===== src/sv/xct_pkg.sv =====
// ----------------------------------------------------------------------------
// xct_pkg
// Shared types and codes for the streaming XML character tokenizer.
// ----------------------------------------------------------------------------
package xct_pkg;

   localparam logic [3:0] KIND_TEXT      = 4'd0;
   localparam logic [3:0] KIND_CDATA     = 4'd1;
   localparam logic [3:0] KIND_TAG       = 4'd2;
   localparam logic [3:0] KIND_KEY       = 4'd3;
   localparam logic [3:0] KIND_VAL       = 4'd4;
   localparam logic [3:0] KIND_KEY_END   = 4'd5;
   localparam logic [3:0] KIND_VAL_END   = 4'd6;
   localparam logic [3:0] KIND_CLOSENAME = 4'd7;
   localparam logic [3:0] KIND_OPEN      = 4'd8;
   localparam logic [3:0] KIND_CLOSE     = 4'd9;
   localparam logic [3:0] KIND_UNDER     = 4'd10;
   localparam logic [3:0] KIND_OVER      = 4'd11;
   localparam logic [3:0] KIND_FINISH    = 4'd12;

   localparam logic [7:0] CH_LT     = 8'h3C;
   localparam logic [7:0] CH_GT     = 8'h3E;
   localparam logic [7:0] CH_SLASH  = 8'h2F;
   localparam logic [7:0] CH_QUEST  = 8'h3F;
   localparam logic [7:0] CH_BANG   = 8'h21;
   localparam logic [7:0] CH_EQ     = 8'h3D;
   localparam logic [7:0] CH_QUOTE  = 8'h22;
   localparam logic [7:0] CH_DASH   = 8'h2D;
   localparam logic [7:0] CH_LBRACK = 8'h5B;
   localparam logic [7:0] CH_RBRACK = 8'h5D;
   localparam logic [7:0] CH_LF     = 8'h0A;
   localparam logic [7:0] CH_CR     = 8'h0D;
   localparam logic [7:0] CH_TAB    = 8'h09;
   localparam logic [7:0] CH_SPACE  = 8'h20;
   localparam logic [7:0] CH_UPPER_A = 8'h41;
   localparam logic [7:0] CH_UPPER_Z = 8'h5A;

   localparam logic CMD_CHAR = 1'b0;
   localparam logic CMD_EOF  = 1'b1;

   typedef struct packed {
      logic [3:0]  kind;
      logic [7:0]  out_char;
      logic [7:0]  depth;
      logic [31:0] line_no;
      logic        last;
   } event_type;

endpackage


===== src/sv/xml_char_tokenizer.sv =====
// ----------------------------------------------------------------------------
// xml_char_tokenizer
// Streaming XML tokenizer: one byte in, zero to three classified events out.
// ----------------------------------------------------------------------------
// Usage:
//   req channel carries one transaction per XML byte: tdata is the byte,
//   tuser[0] is the command (0 = character, 1 = end of file).
//   rsp channel carries one transaction per event; tlast marks the final
//   event produced by a request.
//   The tokenizer state, depth and line count update in the cycle a request
//   is accepted; its events are registered into a four-entry event queue
//   and appear on rsp from there, one event per cycle while rsp is ready.
//   Throughput is one request per cycle while each byte yields at most one
//   event and rsp keeps up; a byte that yields two or three events holds
//   rsp for each of them. The queue depth sets how far requests run ahead.
//   When rsp stalls, requests keep being taken until the queue cannot hold
//   another worst-case group of three events.
//   Reset clears the mode, depth, line count and queue; no events are lost
//   or repeated under any stall pattern.
// ----------------------------------------------------------------------------
module xml_char_tokenizer #(
   parameter int MAX_DEPTH = 255
) (
   input  logic        clock,
   input  logic        reset,
   input  logic        req_tvalid,
   output logic        req_tready,
   input  logic [7:0]  req_tdata,   // [7:0] ch
   input  logic [0:0]  req_tuser,   // [0] cmd
   output logic        rsp_tvalid,
   input  logic        rsp_tready,
   output logic [55:0] rsp_tdata,   // [3:0] kind, [11:4] out_char, [19:12] depth,
                                    // [51:20] line_no, [55:52] zero
   output logic        rsp_tlast
);
   import xct_pkg::*;

   localparam int DEPTH_W = $clog2(MAX_DEPTH + 1);
   localparam logic [DEPTH_W-1:0] DEPTH_MAX = DEPTH_W'(MAX_DEPTH);

   localparam logic [4:0] M_TEXT      = 5'd0;
   localparam logic [4:0] M_LT        = 5'd1;
   localparam logic [4:0] M_TAGNAME   = 5'd2;
   localparam logic [4:0] M_ATTR      = 5'd3;
   localparam logic [4:0] M_KEY       = 5'd4;
   localparam logic [4:0] M_EQ        = 5'd5;
   localparam logic [4:0] M_VALUE     = 5'd6;
   localparam logic [4:0] M_SLASH     = 5'd7;
   localparam logic [4:0] M_CLOSE0    = 5'd8;
   localparam logic [4:0] M_CLOSENAME = 5'd9;
   localparam logic [4:0] M_PI        = 5'd10;
   localparam logic [4:0] M_PI_END    = 5'd11;
   localparam logic [4:0] M_BANG      = 5'd12;
   localparam logic [4:0] M_DASH      = 5'd13;
   localparam logic [4:0] M_CD_OPEN   = 5'd14;
   localparam logic [4:0] M_CDATA     = 5'd15;
   localparam logic [4:0] M_CD_RB1    = 5'd16;
   localparam logic [4:0] M_CD_RB2    = 5'd17;

   logic [4:0]         mode_ff, mode_in;
   logic [DEPTH_W-1:0] depth_ff, depth_in;
   logic [31:0]        line_ff, line_in;

   event_type          queue_ff [4];
   logic [1:0]         wr_ptr_ff, rd_ptr_ff;
   logic [2:0]         count_ff, count_in;

   event_type          ev [3];
   logic [1:0]         ev_n;

   logic               accept, pop;
   logic [7:0]         c;
   logic               ws;
   logic [DEPTH_W-1:0] d1;

   function automatic logic [7:0] dep8(input logic [DEPTH_W-1:0] d);
      logic [DEPTH_W+7:0] ext;
      ext = {8'd0, d};
      return ext[7:0];
   endfunction

   assign c   = req_tdata;
   assign ws  = (c == CH_SPACE) || (c == CH_TAB) || (c == CH_CR) || (c == CH_LF);
   assign pop = rsp_tvalid && rsp_tready;
   assign req_tready = (count_ff <= 3'd1) || ((count_ff == 3'd2) && rsp_tready);
   assign accept = req_tvalid && req_tready;

   always_comb begin
      mode_in  = mode_ff;
      depth_in = depth_ff;
      line_in  = line_ff;
      d1       = depth_ff;
      ev_n     = 2'd0;
      for (int i = 0; i < 3; i++) begin
         ev[i] = '0;
      end
      if (req_tuser[0] == CMD_EOF) begin
         ev[0] = '{KIND_FINISH, 8'd0, dep8(depth_ff), line_ff, 1'b0};
         ev_n  = 2'd1;
      end else begin
         if (c == CH_LF) begin
            line_in = line_ff + 32'd1;
         end
         case (mode_ff)
            M_LT: begin
               if (c == CH_SLASH) mode_in = M_CLOSE0;
               else if (c == CH_QUEST) mode_in = M_PI;
               else if (c == CH_BANG) mode_in = M_BANG;
               else if (!ws) begin
                  mode_in = M_TAGNAME;
                  ev[0] = '{KIND_TAG, c, dep8(depth_ff), line_in, 1'b0};
                  ev_n  = 2'd1;
               end
            end
            M_TAGNAME, M_ATTR: begin
               if (c == CH_GT) begin
                  mode_in = M_TEXT;
                  ev[0] = '{KIND_OPEN, 8'd0, dep8(depth_ff), line_in, 1'b0};
                  ev_n  = 2'd1;
               end else if (c == CH_SLASH) begin
                  mode_in = M_SLASH;
               end else if (ws) begin
                  mode_in = M_ATTR;
               end else if (mode_ff == M_TAGNAME) begin
                  ev[0] = '{KIND_TAG, c, dep8(depth_ff), line_in, 1'b0};
                  ev_n  = 2'd1;
               end else begin
                  mode_in = M_KEY;
                  ev[0] = '{KIND_KEY, c, dep8(depth_ff), line_in, 1'b0};
                  ev_n  = 2'd1;
               end
            end
            M_KEY: begin
               if (c == CH_EQ) begin
                  mode_in = M_EQ;
                  ev[0] = '{KIND_KEY_END, 8'd0, dep8(depth_ff), line_in, 1'b0};
                  ev_n  = 2'd1;
               end else if (!ws) begin
                  ev[0] = '{KIND_KEY, c, dep8(depth_ff), line_in, 1'b0};
                  ev_n  = 2'd1;
               end
            end
            M_EQ: begin
               if (c == CH_QUOTE) mode_in = M_VALUE;
            end
            M_VALUE: begin
               if (c == CH_QUOTE) begin
                  mode_in = M_ATTR;
                  ev[0] = '{KIND_VAL_END, 8'd0, dep8(depth_ff), line_in, 1'b0};
               end else begin
                  ev[0] = '{KIND_VAL, c, dep8(depth_ff), line_in, 1'b0};
               end
               ev_n = 2'd1;
            end
            M_SLASH: begin
               if (c == CH_GT) begin
                  mode_in = M_TEXT;
                  ev[0] = '{KIND_OPEN, 8'd0, dep8(depth_ff), line_in, 1'b0};
                  ev[1] = '{KIND_CLOSE, 8'd0, dep8(depth_ff), line_in, 1'b0};
                  ev_n  = 2'd2;
                  if (depth_ff == '0) begin
                     ev[2] = '{KIND_UNDER, 8'd0, dep8(depth_ff), line_in, 1'b0};
                     ev_n  = 2'd3;
                  end else begin
                     depth_in = depth_ff - DEPTH_W'(1);
                  end
               end else if (!ws) begin
                  mode_in = M_KEY;
                  ev[0] = '{KIND_KEY, c, dep8(depth_ff), line_in, 1'b0};
                  ev_n  = 2'd1;
               end
            end
            M_CLOSE0: begin
               if (!ws) begin
                  mode_in = M_CLOSENAME;
                  ev[0] = '{KIND_CLOSENAME, c, dep8(depth_ff), line_in, 1'b0};
                  ev_n  = 2'd1;
               end
            end
            M_CLOSENAME: begin
               if (c == CH_GT) begin
                  mode_in = M_TEXT;
                  if (depth_ff == '0) begin
                     ev[0] = '{KIND_UNDER, 8'd0, dep8(depth_ff), line_in, 1'b0};
                     ev[1] = '{KIND_CLOSE, 8'd0, dep8(depth_ff), line_in, 1'b0};
                     ev[2] = '{KIND_UNDER, 8'd0, dep8(depth_ff), line_in, 1'b0};
                     ev_n  = 2'd3;
                  end else begin
                     d1    = depth_ff - DEPTH_W'(1);
                     ev[0] = '{KIND_CLOSE, 8'd0, dep8(d1), line_in, 1'b0};
                     ev_n  = 2'd1;
                     if (d1 == '0) begin
                        ev[1]    = '{KIND_UNDER, 8'd0, dep8(d1), line_in, 1'b0};
                        ev_n     = 2'd2;
                        depth_in = d1;
                     end else begin
                        depth_in = d1 - DEPTH_W'(1);
                     end
                  end
               end else if (!ws) begin
                  ev[0] = '{KIND_CLOSENAME, c, dep8(depth_ff), line_in, 1'b0};
                  ev_n  = 2'd1;
               end
            end
            M_PI: begin
               if ((c == CH_QUEST) || (c == CH_DASH)) mode_in = M_PI_END;
            end
            M_PI_END, M_CD_RB2: begin
               if (c == CH_GT) begin
                  mode_in = M_TEXT;
                  if (depth_ff == '0) begin
                     ev[0] = '{KIND_UNDER, 8'd0, dep8(depth_ff), line_in, 1'b0};
                     ev_n  = 2'd1;
                  end else begin
                     depth_in = depth_ff - DEPTH_W'(1);
                  end
               end else if (mode_ff == M_PI_END) begin
                  if ((c != CH_QUEST) && (c != CH_DASH)) mode_in = M_PI;
               end else if ((c != CH_SPACE) && (c != CH_TAB) && (c != CH_RBRACK)) begin
                  mode_in = M_CDATA;
                  ev[0] = '{KIND_CDATA, CH_RBRACK, dep8(depth_ff), line_in, 1'b0};
                  ev[1] = '{KIND_CDATA, CH_RBRACK, dep8(depth_ff), line_in, 1'b0};
                  ev[2] = '{KIND_CDATA, c, dep8(depth_ff), line_in, 1'b0};
                  ev_n  = 2'd3;
               end
            end
            M_BANG: begin
               if (c == CH_DASH) mode_in = M_DASH;
               else if (c == CH_LBRACK) mode_in = M_CD_OPEN;
               else begin
                  mode_in = M_TAGNAME;
                  ev[0] = '{KIND_TAG, CH_BANG, dep8(depth_ff), line_in, 1'b0};
                  ev[1] = '{KIND_TAG, c, dep8(depth_ff), line_in, 1'b0};
                  ev_n  = 2'd2;
               end
            end
            M_DASH: begin
               if (c == CH_DASH) mode_in = M_PI;
               else begin
                  mode_in = M_TAGNAME;
                  ev[0] = '{KIND_TAG, CH_BANG, dep8(depth_ff), line_in, 1'b0};
                  ev[1] = '{KIND_TAG, CH_DASH, dep8(depth_ff), line_in, 1'b0};
                  ev[2] = '{KIND_TAG, c, dep8(depth_ff), line_in, 1'b0};
                  ev_n  = 2'd3;
               end
            end
            M_CD_OPEN: begin
               if (c == CH_LBRACK) mode_in = M_CDATA;
               else if ((c < CH_UPPER_A) || (c > CH_UPPER_Z)) mode_in = M_TAGNAME;
            end
            M_CDATA: begin
               if (c == CH_RBRACK) mode_in = M_CD_RB1;
               else begin
                  ev[0] = '{KIND_CDATA, c, dep8(depth_ff), line_in, 1'b0};
                  ev_n  = 2'd1;
               end
            end
            M_CD_RB1: begin
               if (c == CH_RBRACK) mode_in = M_CD_RB2;
               else if ((c != CH_SPACE) && (c != CH_TAB)) begin
                  mode_in = M_CDATA;
                  ev[0] = '{KIND_CDATA, CH_RBRACK, dep8(depth_ff), line_in, 1'b0};
                  ev[1] = '{KIND_CDATA, c, dep8(depth_ff), line_in, 1'b0};
                  ev_n  = 2'd2;
               end
            end
            default: begin
               mode_in = M_TEXT;
               if (c == CH_LT) begin
                  mode_in = M_LT;
                  if (depth_ff >= DEPTH_MAX) begin
                     depth_in = DEPTH_MAX;
                     ev[0] = '{KIND_OVER, 8'd0, dep8(DEPTH_MAX), line_in, 1'b0};
                     ev_n  = 2'd1;
                  end else begin
                     depth_in = depth_ff + DEPTH_W'(1);
                  end
               end else if (depth_ff != '0) begin
                  ev[0] = '{KIND_TEXT, c, dep8(depth_ff), line_in, 1'b0};
                  ev_n  = 2'd1;
               end
            end
         endcase
      end
      case (ev_n)
         2'd1:    ev[0].last = 1'b1;
         2'd2:    ev[1].last = 1'b1;
         2'd3:    ev[2].last = 1'b1;
         default: ev[0].last = 1'b0;
      endcase
   end

   always_comb begin
      count_in = count_ff - {2'd0, pop} + (accept ? {1'b0, ev_n} : 3'd0);
   end

   always_ff @(posedge clock) begin
      if (reset) begin
         mode_ff   <= M_TEXT;
         depth_ff  <= '0;
         line_ff   <= '0;
         wr_ptr_ff <= '0;
         rd_ptr_ff <= '0;
         count_ff  <= '0;
      end else begin
         count_ff <= count_in;
         if (pop) begin
            rd_ptr_ff <= rd_ptr_ff + 2'd1;
         end
         if (accept) begin
            mode_ff   <= mode_in;
            depth_ff  <= depth_in;
            line_ff   <= line_in;
            wr_ptr_ff <= wr_ptr_ff + ev_n;
         end
      end
   end

   always_ff @(posedge clock) begin
      if (accept) begin
         for (int i = 0; i < 3; i++) begin
            if (2'(i) < ev_n) begin
               queue_ff[wr_ptr_ff + 2'(i)] <= ev[i];
            end
         end
      end
   end

   assign rsp_tvalid = (count_ff != 3'd0);
   assign rsp_tdata  = {4'd0, queue_ff[rd_ptr_ff].line_no, queue_ff[rd_ptr_ff].depth,
                        queue_ff[rd_ptr_ff].out_char, queue_ff[rd_ptr_ff].kind};
   assign rsp_tlast  = queue_ff[rd_ptr_ff].last;

   a_count_bound: assert property (@(posedge clock) disable iff (reset)
      count_ff <= 3'd4)
      else $error("event queue overfilled");

   a_accept_room: assert property (@(posedge clock) disable iff (reset)
      accept |-> (count_ff - {2'd0, pop}) <= 3'd1)
      else $error("request taken without room for three events");

   a_eof_event: assert property (@(posedge clock) disable iff (reset)
      (accept && req_tuser[0] == CMD_EOF) |=> rsp_tvalid)
      else $error("end of file produced no event");

   a_eof_keeps_state: assert property (@(posedge clock) disable iff (reset)
      (accept && req_tuser[0] == CMD_EOF) |=> ($stable(mode_ff) && $stable(line_ff)))
      else $error("end of file changed tokenizer state");

   a_mode_legal: assert property (@(posedge clock) disable iff (reset)
      mode_ff <= M_CD_RB2)
      else $error("tokenizer mode out of range");

endmodule

===== config.mk =====
export PLATFORM = sky130hd
export DESIGN_NAME = xml_char_tokenizer
export DESIGN_NICKNAME = d
export VERILOG_FILES = /design/src/sv/xct_pkg.sv /design/src/sv/xml_char_tokenizer.sv
export SDC_FILE = /design/constraint.sdc
export NUM_CORES = 1
export LEC_CHECK = 0
export BUFFER_PORTS_ARGS = -buffer_cell sky130_fd_sc_hd__buf_2
export CAP_MARGIN = 20
export CORE_ASPECT_RATIO = 1.75
export CORE_MARGIN = 10
export CORE_UTILIZATION = 45
export DETAILED_ROUTE_END_ITERATION = 16
export SYNTH_ARGS = -nofsm -noshare
export SYNTH_HDL_FRONTEND = slang
export SYNTH_SLANG_ARGS = --single-unit

===== constraint.sdc =====
create_clock -name clock -period 5.78 [get_ports clock]
set_input_delay 0.289 -clock clock [delete_from_list [all_inputs] [get_ports clock]]
set_output_delay 0.289 -clock clock [all_outputs]
set_load 0.01 [all_outputs]

==> impl_metrics.tcl, run 1 <==
set metrics [dict create \
    outcome "finished clean" \
    synth_top_family_by_area "compound AO/OA/AOI/OAI gates" \
    timing.rr.start "depth_ff[0]" \
    synth-edff-count 208 \
    post_cts_buffers 0 \
    pre_cts_ws_ns 1.263 \
    final_cells 2139 \
    fp.dieH_um 273.2 \
    synth-main-ff-cell "edfxtp_1" \
    muxShareOfSynthArea_pct 7.550 \
    start_kind "flop" \
    gp_congestion 0.9652 \
    hold_depth 5 \
    worst_hold_slack_ns 0.1749 \
    cts_inserted_buffers 26 \
    crit_type "flop to flop" \
    min_to "wr_ptr_ff[0]" \
    utilization_pct 50.23 \
    cts_root_buf "clkbuf_16" \
    cts_tree "yes" \
    drtPass1Iterations 7 \
    rows 92 \
    post_drt_wl_per_cell_um 27.11 \
    cp_slowest_cell "a21oi_2" \
    required_ns 6.03 \
    vdd_drop_max_uv 193.8 \
    grt_pass1_wl_um 86530 \
    worst_r2r_endpoint "queue_ff[0][16]" \
    postCtsResizedCells 0 \
    setup_ws_ns 1.060 \
    post_dp_cell_area_mm2 0.01727 \
    slew_violations 0 \
    grt_max_degree 54 \
    crit_path_cell_trace "inv_1 > ha_1 > nand2b_1 > or3_1 > buf_4 > clkinv_4 > a31oi_1 > nand3_2 > or3_1 > a21oi_2 > buf_4 > o22ai_1" \
    async_flop_share_pct 0 \
    syn_avg_cell_area_um2 10.11 \
    track_usage_pct 25.00 \
    ys_warn_count 0 \
    finalSetupViolCount 0 \
    worstMarginPinSlew_ns 1.178 \
    power_leakage_nw 5.539 \
    ys_types 107 \
    drt_iter0_markers 1373 \
    yosys.area_share.adder_pct 1.108 \
    core_area_mm2 0.03614 \
    die_x_um 164.7 \
    hold_violations 0 \
    reg2reg_depth 12 \
    fin_crit_ns 4.720 \
    num_io_pins 72 \
    io_buffers 67 \
    critPathArrivalTime_ns 4.97 \
    synth_seq_area_share_pct 44.92 \
    worst-path-buf-inv 4 \
    yosys.area_share.xor_xnor_pct 3.187 \
    synth_largest_area_cell "edfxtp_1" \
    hold_path.class "primary input to flop" \
    via_per_inst 6.801 \
    cap_violations 0 \
    clk_latency_ns 0.55 \
    fmax_mhz 211.9 \
    hold_start "req_tvalid" \
    crit_family "compound AO/OA/AOI/OAI gates" \
    yosys.area_share.simple_pct 16.77 \
    period_share_pct 81.67 \
    clockBufferDepth 3 \
    slowest_delay_ns 0.83 \
    final_area_mm2 0.01816 \
    rsz0062_at_grt "false" \
    synth_commonest_cells "edfxtp_1, nand2_1, o22ai_1" \
    synth.ff_latch_count 266 \
    place_hpwl_um 41220 \
    design.die.area_mm2 0.04500 \
    synthCells 1631 \
    fin_worst_skew_ns 0.01097 \
    synth_top_area_share_pct 37.88 \
    fin_setup_tns_ns 0 \
    powerDensity_mw_per_mm2 319.2 \
    cp_max_fo 20 \
    fin_nets 1676 \
    via_count 14550 \
    dp_cells 2091 \
    endpoint_kind "flop" \
    initial_core_util_pct 45.62 \
    holdBufCountCts 0 \
    drive_above_1_share_pct 18.15 \
    drt-total-wl_um 57980 \
    power.total_mw 5.796 \
    detail-route-antenna-nets 0 \
    cts.clk_slew.worst_paths_ns 0.07 \
    antenna_found_initial 0 \
    cts_sinks 266 \
    area_growth_pct 10.11 \
    insertedDiodeCount 0 \
    h-tree-depth 1 \
    synth_area_mm2 0.01649 \
    yosys-top-cells-area "edfxtp_1, mux4_2, dfxtp_1, nand2_1, o22ai_1" \
    gr-total-overflow 0 \
    grt_pass1_vias 14240 \
    drc 0 \
    reg2reg_setup_slack_ns 1.06 \
    relSlewSlack_pct 21.49 \
    synth_compound_area_share_pct 22.12 \
]
==> cells in the final DEF, fill, tap and decap left out, types with 18 or more instances in the layout <==
cell,netlist,routed
edfxtp_1,208,208
buf_2,49,67
clkbuf_16,0,27
nor2_1,114,114
a211oi_1,19,19
nor3_1,26,25
nand3_1,48,48
nand2_1,208,204
o21ai_0,63,63
or2_2,18,18
or3_1,20,20
buf_4,8,56
xor2_1,25,25
inv_1,26,26
a21oi_1,82,81
mux4_2,53,53
o221ai_1,64,64
o22ai_1,115,115
dfxtp_1,58,56
xnor2_1,35,35
==> kinds of logic (layout without fill, tap and decap cells) <==
kind of cell             after synthesis  in the layout
buffers and inverters                164            199
other                                  1              4
AND/OR/NAND/NOR                      556            556
XOR/XNOR                              60             60
adder cells (fa/ha/maj)               14             14
AO/OA/AOI/OAI                        512            512
flip-flops                           266            266
multiplexers                          58             58
==> worst register-to-register path, cell delays in order, from the launching register on <==
cell and delay (ns):
dfxtp_1 0.61, inv_1 0.18, ha_1 0.30, nand2b_1 0.15, or3_1 0.12, buf_4 0.21, clkinv_4 0.12, a31oi_1 0.45
nand3_2 0.22, or3_1 0.66, a21oi_2 0.83, buf_4 0.43, o22ai_1 0.14
==> state kept, by name (all words and copies together), names as in the netlist, named ones only <==
signal	flops
queue_ff	212
rd_ptr_ff	2
wr_ptr_ff	2
mode_ff	5
line_ff	32
count_ff	3
depth_ff	8
==> area by class of cell <==
type	instances	area (um^2)
Clock buffer	34	742.0
Clock inverter	14	142.6
Sequential cell	266	7412
Timing Repair Buffer	123	755.7
Fill cell	3356	17990
Inverter	28	110.1
Tap cell	470	588.1
Multi-Input combinational cell	1204	8406
==> per-layer routing <==
layer | global-route usage (%) | vias to the layer above | part of all wire (%)
met5 | 0 | - | 0
met4 | 16.16 | 0 | 7.2
met3 | 3.147 | 267 | 7.3
met2 | 45.90 | 853 | 53
met1 | 25.84 | 7038 | 32
li1 | - | 6389 | -
==> worst max-delay path by stage <==
| stage | from | to | slack (ns) | cells after the start |
|---|---|---|---|---|
| 2_1_floorplan | depth_ff[2] | queue_ff[3][0] | 1.37 | 13 |
| 3_3_place_gp | depth_ff[0] | queue_ff[0][26] | 1.39 | 12 |
| 3_5_place_dp | depth_ff[0] | queue_ff[0][16] | 1.26 | 12 |
| 4_1_cts | depth_ff[0] | queue_ff[0][23] | 1.23 | 12 |
| 5_1_grt | depth_ff[0] | queue_ff[0][16] | 0.88 | 12 |
| 6_report | depth_ff[0] | queue_ff[0][16] | 1.06 | 12 |
==> where the power goes <==
group	switching, mW	internal (mW)	leakage (nW)
registers	0.122	2.22	2.36
clock network	0.771	1.00	0.430
logic	1.03	0.645	2.75
(Power assumes the default switching activity.)
==> run 2: changes to the inputs <==
clock period = 4.3 ns   (was 5.78 ns; I/O delays follow)
==> impl_metrics.tcl, run 2 (synthesis results as in run 1) <==
set metrics [dict create \
    powerDensity_mw_per_mm2 426.3 \
    relSlewSlack_pct 30.65 \
    rows 92 \
    holdBufCountCts 0 \
    area_growth_pct 13.83 \
    gp_congestion 0.9629 \
    start_kind "flop" \
    hold_path.class "primary input to flop" \
    detail-route-antenna-nets 0 \
    rsz0062_at_grt "false" \
    cts.clk_slew.worst_paths_ns 0.07 \
    min_to "wr_ptr_ff[0]" \
    post_cts_buffers 0 \
    layout_commonest_cell "edfxtp_1" \
    largest_register_ff_count 212 \
    grt_pass1_vias 14690 \
    fillCellCount 3321 \
    fin_worst_skew_ns 0.01258 \
    period_share_pct 91.77 \
    post_drt_wl_per_cell_um 27.01 \
    final_cell_mix "edfxtp_1, nand2_1, o22ai_1, nor2_1, buf_4" \
    crit_type "flop to flop" \
    multiInputGateArea_mm2 0.008404 \
    max_flop_register "queue_ff" \
    reg2reg_setup_slack_ns 0.35 \
    cp_max_fo 7 \
    cts_tree "yes" \
    fin_nets 1741 \
    fmax_mhz 253.4 \
    grt_max_degree 54 \
    seq_area_mm2 0.007412 \
    track_usage_pct 25.92 \
    drtPass1Iterations 5 \
    clk_latency_ns 0.56 \
    worstMarginPinSlew_ns 1.032 \
    required_ns 4.73 \
    antenna_found_initial 0 \
    utilization_pct 51.93 \
    die_x_um 164.7 \
    cap_violations 0 \
    reg_top3 "queue_ff x212, line_ff x32, depth_ff x8" \
    hold_violations 0 \
    worst_r2r_endpoint "count_ff[2]" \
    hold_depth 5 \
    fin_setup_tns_ns 0 \
    power_leakage_nw 5.898 \
    gr-total-overflow 0 \
    drt_iter0_markers 1323 \
    reg2reg_depth 17 \
    design.die.area_mm2 0.04500 \
    clockBufferDepth 3 \
    endpoint_kind "flop" \
    cts_inserted_buffers 27 \
    drc 0 \
    slew_violations 0 \
    cts_sinks 266 \
    grt_pass1_wl_um 89530 \
    via_per_inst 6.617 \
    timing.rr.start "depth_ff[0]" \
    via_count 14590 \
    io_buffers 67 \
    initial_core_util_pct 45.62 \
    place_hpwl_um 42890 \
    fin_crit_ns 3.946 \
    hold_start "req_tvalid" \
    num_io_pins 72 \
    critPathArrivalTime_ns 4.37 \
    drt-total-wl_um 59570 \
    h-tree-depth 1 \
    drive_above_1_share_pct 21.15 \
    finalSetupViolCount 0 \
    insertedDiodeCount 0 \
    core_area_mm2 0.03614 \
    postCtsResizedCells 0 \
    fp.dieH_um 273.2 \
    outcome "finished clean" \
    vdd_drop_max_uv 312.1 \
    cts_root_buf "clkbuf_16" \
]
==> run 2: cell types whose count changed in the layout (fill, tap and decap cells not counted), sizes merged <==
cell,before,now
clkinv,8,13
bufinv,2,3
clkbuf,34,31
inv,30,29
buf,123,187
==> run 2: through the flow <==
stage                     hold WS (ns)  area [um^2]  power (mW)  std cells  setup WS (ns)
after detailed placement        0.4970        17830       5.591       2154         0.3988
final                          0.08718        18770       8.001       2205         0.3538
after CTS                      0.06993        18740       8.013       2204         0.4027
after global routing            0.1159        18770       8.296       2205        0.04484
after global placement          0.4861        17830       5.581       2154         0.4599
after floorplan                 0.4662        16510       4.615       1634         0.4183
==> run 2: worst max path at each step <==
| stage | slack, ns | to | start | cells past startpoint |
|---|---|---|---|---|
| global route | 0.04 | count_ff[2] | depth_ff[0] | 18 |
| floorplan | 0.42 | queue_ff[3][0] | depth_ff[2] | 13 |
| CTS | 0.40 | count_ff[2] | depth_ff[0] | 17 |
| finish | 0.35 | count_ff[2] | depth_ff[0] | 17 |
| global placement | 0.46 | count_ff[2] | req_tdata[1] | 16 |
| detailed placement | 0.40 | count_ff[2] | depth_ff[0] | 17 |
==> run 2: area by class of cell <==
class	instances	share of cell area, %
clock inverter	19	1.120
multi-input combinational	1204	44.78
tap	470	3.133
clock buffer	31	3.733
timing repair buffer	187	7.160
inverter	28	0.5866
sequential	266	39.49
==> run 2: metal layers <==
metal,up-vias,wire length (um),global-route usage (%)
met3,238,3568,2.936
met2,721,32230,47.93
met1,7107,19760,26.94
met5,-,0,0
li1,6525,-,-
met4,0,4000,16.11
==> run 2: worst max-delay path: stages, from the launching register on <==
cell and delay, ns:
dfxtp_1 0.43, inv_1 0.13, ha_1 0.29, nand2b_1 0.15, or3_1 0.32, a21oi_1 0.11
o41a_1 0.51, nor3_2 0.38, nor2_1 0.11, nor2_1 0.17, inv_1 0.13, nand2_1 0.09
ha_1 0.11, inv_1 0.04, ha_1 0.19, fa_1 0.44, xnor2_1 0.16, nor2_1 0.05
==> run 2: power breakdown <==
part	leakage, nW	total (mW)	internal, mW	switching [mW]
Sequential	2.36	3.16	2.98	0.178
Clock	0.442	2.44	1.37	1.07
Combinational	3.10	2.40	0.979	1.42
Total	5.90	8.00	5.33	2.67
==> run 3: changes to the inputs <==
CTS_BUF_LIST = sky130_fd_sc_hd__clkbuf_8 sky130_fd_sc_hd__clkbuf_16   (was not set)
SETUP_SLACK_MARGIN = 0.3   (was not set)
==> impl_metrics.tcl, run 3 (synthesis results as in run 1) <==
set metrics [dict create \
    outcome "finished clean" \
    design.die.area_mm2 0.04500 \
    grt_busiest_layer "met2" \
    min_to "wr_ptr_ff[0]" \
    powerDensity_mw_per_mm2 425.7 \
    required_ns 4.72 \
    fp.dieH_um 273.2 \
    die_x_um 164.7 \
    io_buffers 67 \
    combPwrFrac_pct 30.1 \
    cp_max_fo 18 \
    slew_violations 0 \
    post_drt_wl_per_cell_um 26.99 \
    clk_latency_ns 0.56 \
    endpoint_kind "flop" \
    cts.clk_slew.worst_paths_ns 0.07 \
    core_area_mm2 0.03614 \
    utilization_pct 51.99 \
    finalSetupViolCount 0 \
    grt_pass1_wl_um 89530 \
    cts_inserted_buffers 27 \
    fin_nets 1742 \
    insertedDiodeCount 0 \
    largest_register_ff_count 212 \
    fin_crit_ns 3.760 \
    rsz0062_at_grt "false" \
    h-tree-depth 1 \
    start_kind "flop" \
    timing.rr.start "mode_ff[2]" \
    critPathArrivalTime_ns 4.18 \
    cap_violations 0 \
    drc 0 \
    swShare_pct 33.34 \
    grt_pass1_vias 14690 \
    clkPwrFrac_pct 30.3 \
    p_switching_mw 2.666 \
    drive_above_1_share_pct 21.37 \
    fmax_mhz 265.9 \
    holdBufCountCts 0 \
    cts_tree "yes" \
    hold_violations 0 \
    area_growth_pct 13.95 \
    antenna_found_initial 0 \
    cp-startpoint "mode_ff[2]" \
    reg_top3 "queue_ff x212, line_ff x32, depth_ff x8" \
    multiInputGateArea_mm2 0.008416 \
    fin_setup_tns_ns 0 \
    relSlewSlack_pct 30.26 \
    reg2reg_setup_slack_ns 0.54 \
    worst_r2r_endpoint "count_ff[2]" \
    fin_worst_skew_ns 0.01327 \
    hold_start "req_tvalid" \
    grt_max_degree 54 \
    seq_power_share_pct 39.5 \
    crit_type "flop to flop" \
    drt-total-wl_um 59530 \
    layout_commonest_cell "edfxtp_1" \
    gp_congestion 0.9629 \
    cts_root_buf "clkbuf_16" \
    drtPass1Iterations 5 \
    worstMarginPinSlew_ns 1.038 \
    power_leakage_nw 5.915 \
    cts_sinks 266 \
    num_io_pins 72 \
    final_cell_mix "edfxtp_1, nand2_1, o22ai_1, nor2_1, buf_4" \
    internal_power_mw 5.332 \
    track_usage_pct 25.92 \
    reg2reg_depth 14 \
    clockBufferDepth 3 \
    detail-route-antenna-nets 0 \
    period_share_pct 87.45 \
    use_met3_pct 2.936 \
    vdd_drop_max_uv 311.0 \
    hold_depth 5 \
    initial_core_util_pct 45.62 \
    power.total_mw 7.999 \
    place_hpwl_um 42890 \
    globalRouteMet1Util_pct 26.94 \
    gr-total-overflow 0 \
    hold_path.class "primary input to flop" \
    drt_iter0_markers 1196 \
    rows 92 \
    seq_area_mm2 0.007415 \
    fillCellCount 3319 \
    via_count 14580 \
    via_per_inst 6.607 \
    max_flop_register "queue_ff" \
    use_met2_pct 47.93 \
]
[run 3: changes by cell type in the layout (fill, tap and decap cells not counted), moves of 2 or more]
cell	before	now
clkbuf_1	3	0
dfxtp_1	56	54
dfxtp_2	1	3
inv_1	26	29
[run 3: through the flow]
step	setup WS [ns]	area [um^2]	hold slack [ns]	cells
2_1_floorplan	0.4183	16510	0.4662	1634
3_3_place_gp	0.4599	17830	0.4861	2154
3_5_place_dp	0.3988	17830	0.4970	2154
4_1_cts	0.4027	18740	0.06993	2204
5_1_grt	0.3228	18790	0.1159	2206
6_report	0.5396	18790	0.08607	2206
[run 3: layout make-up]
type / count / share of cell area [%]
tap: 470 / 3.130
clock inverter: 22 / 1.179
sequential: 266 / 39.46
inverter: 28 / 0.5860
clock buffer: 28 / 3.669
timing repair buffer: 188 / 7.191
multi-input combinational: 1204 / 44.79
[run 3: worst max path at each step]
stage                                 to  slack, ns  cells after the start
after floorplan           queue_ff[3][0]       0.42                     13
after global placement       count_ff[2]       0.46                     16
after detailed placement     count_ff[2]       0.40                     17
after CTS                    count_ff[2]       0.40                     17
after global routing         count_ff[2]       0.32                     16
final                        count_ff[2]       0.54                     14
[run 3: critical path, stage by stage (launching register included)]
cell and delay, ns:
dfxtp_1 0.50, or2_2 0.41, nor3_1 0.59, o41a_1 0.41, nor3_4 0.08, nor2_1 0.14, nor2_1 0.08, inv_1 0.18
nand2_1 0.07, ha_1 0.30, inv_1 0.04, ha_1 0.19, fa_1 0.44, xnor2_1 0.16, nor2_1 0.05
[run 3: per-layer routing]
layer / share of wire, % / wire length [um] / vias up
li1: - / - / 6516
met1: 33 / 19470 / 7038
met2: 54 / 32060 / 762
met3: 6.4 / 3800 / 260
met4: 7.1 / 4200 / 0
met5: 0 / 0 / -
[run 3: power by group through the flow]
stage / clock (mW) / sequential [mW] / combinational [mW]
after floorplan: 0 / 3.09 / 1.53
after global placement: 0 / 3.28 / 2.30
after detailed placement: 0 / 3.29 / 2.30
after CTS: 2.46 / 3.24 / 2.31
after global routing: 2.55 / 3.19 / 2.56
final: 2.43 / 3.16 / 2.41
[run 3: what timing repair did]
item | 4_1_cts | 5_1_grt
resized for setup | 0 | 4
buffers inserted | 0 | 1
endpoints found under the setup margin | 0 | 13
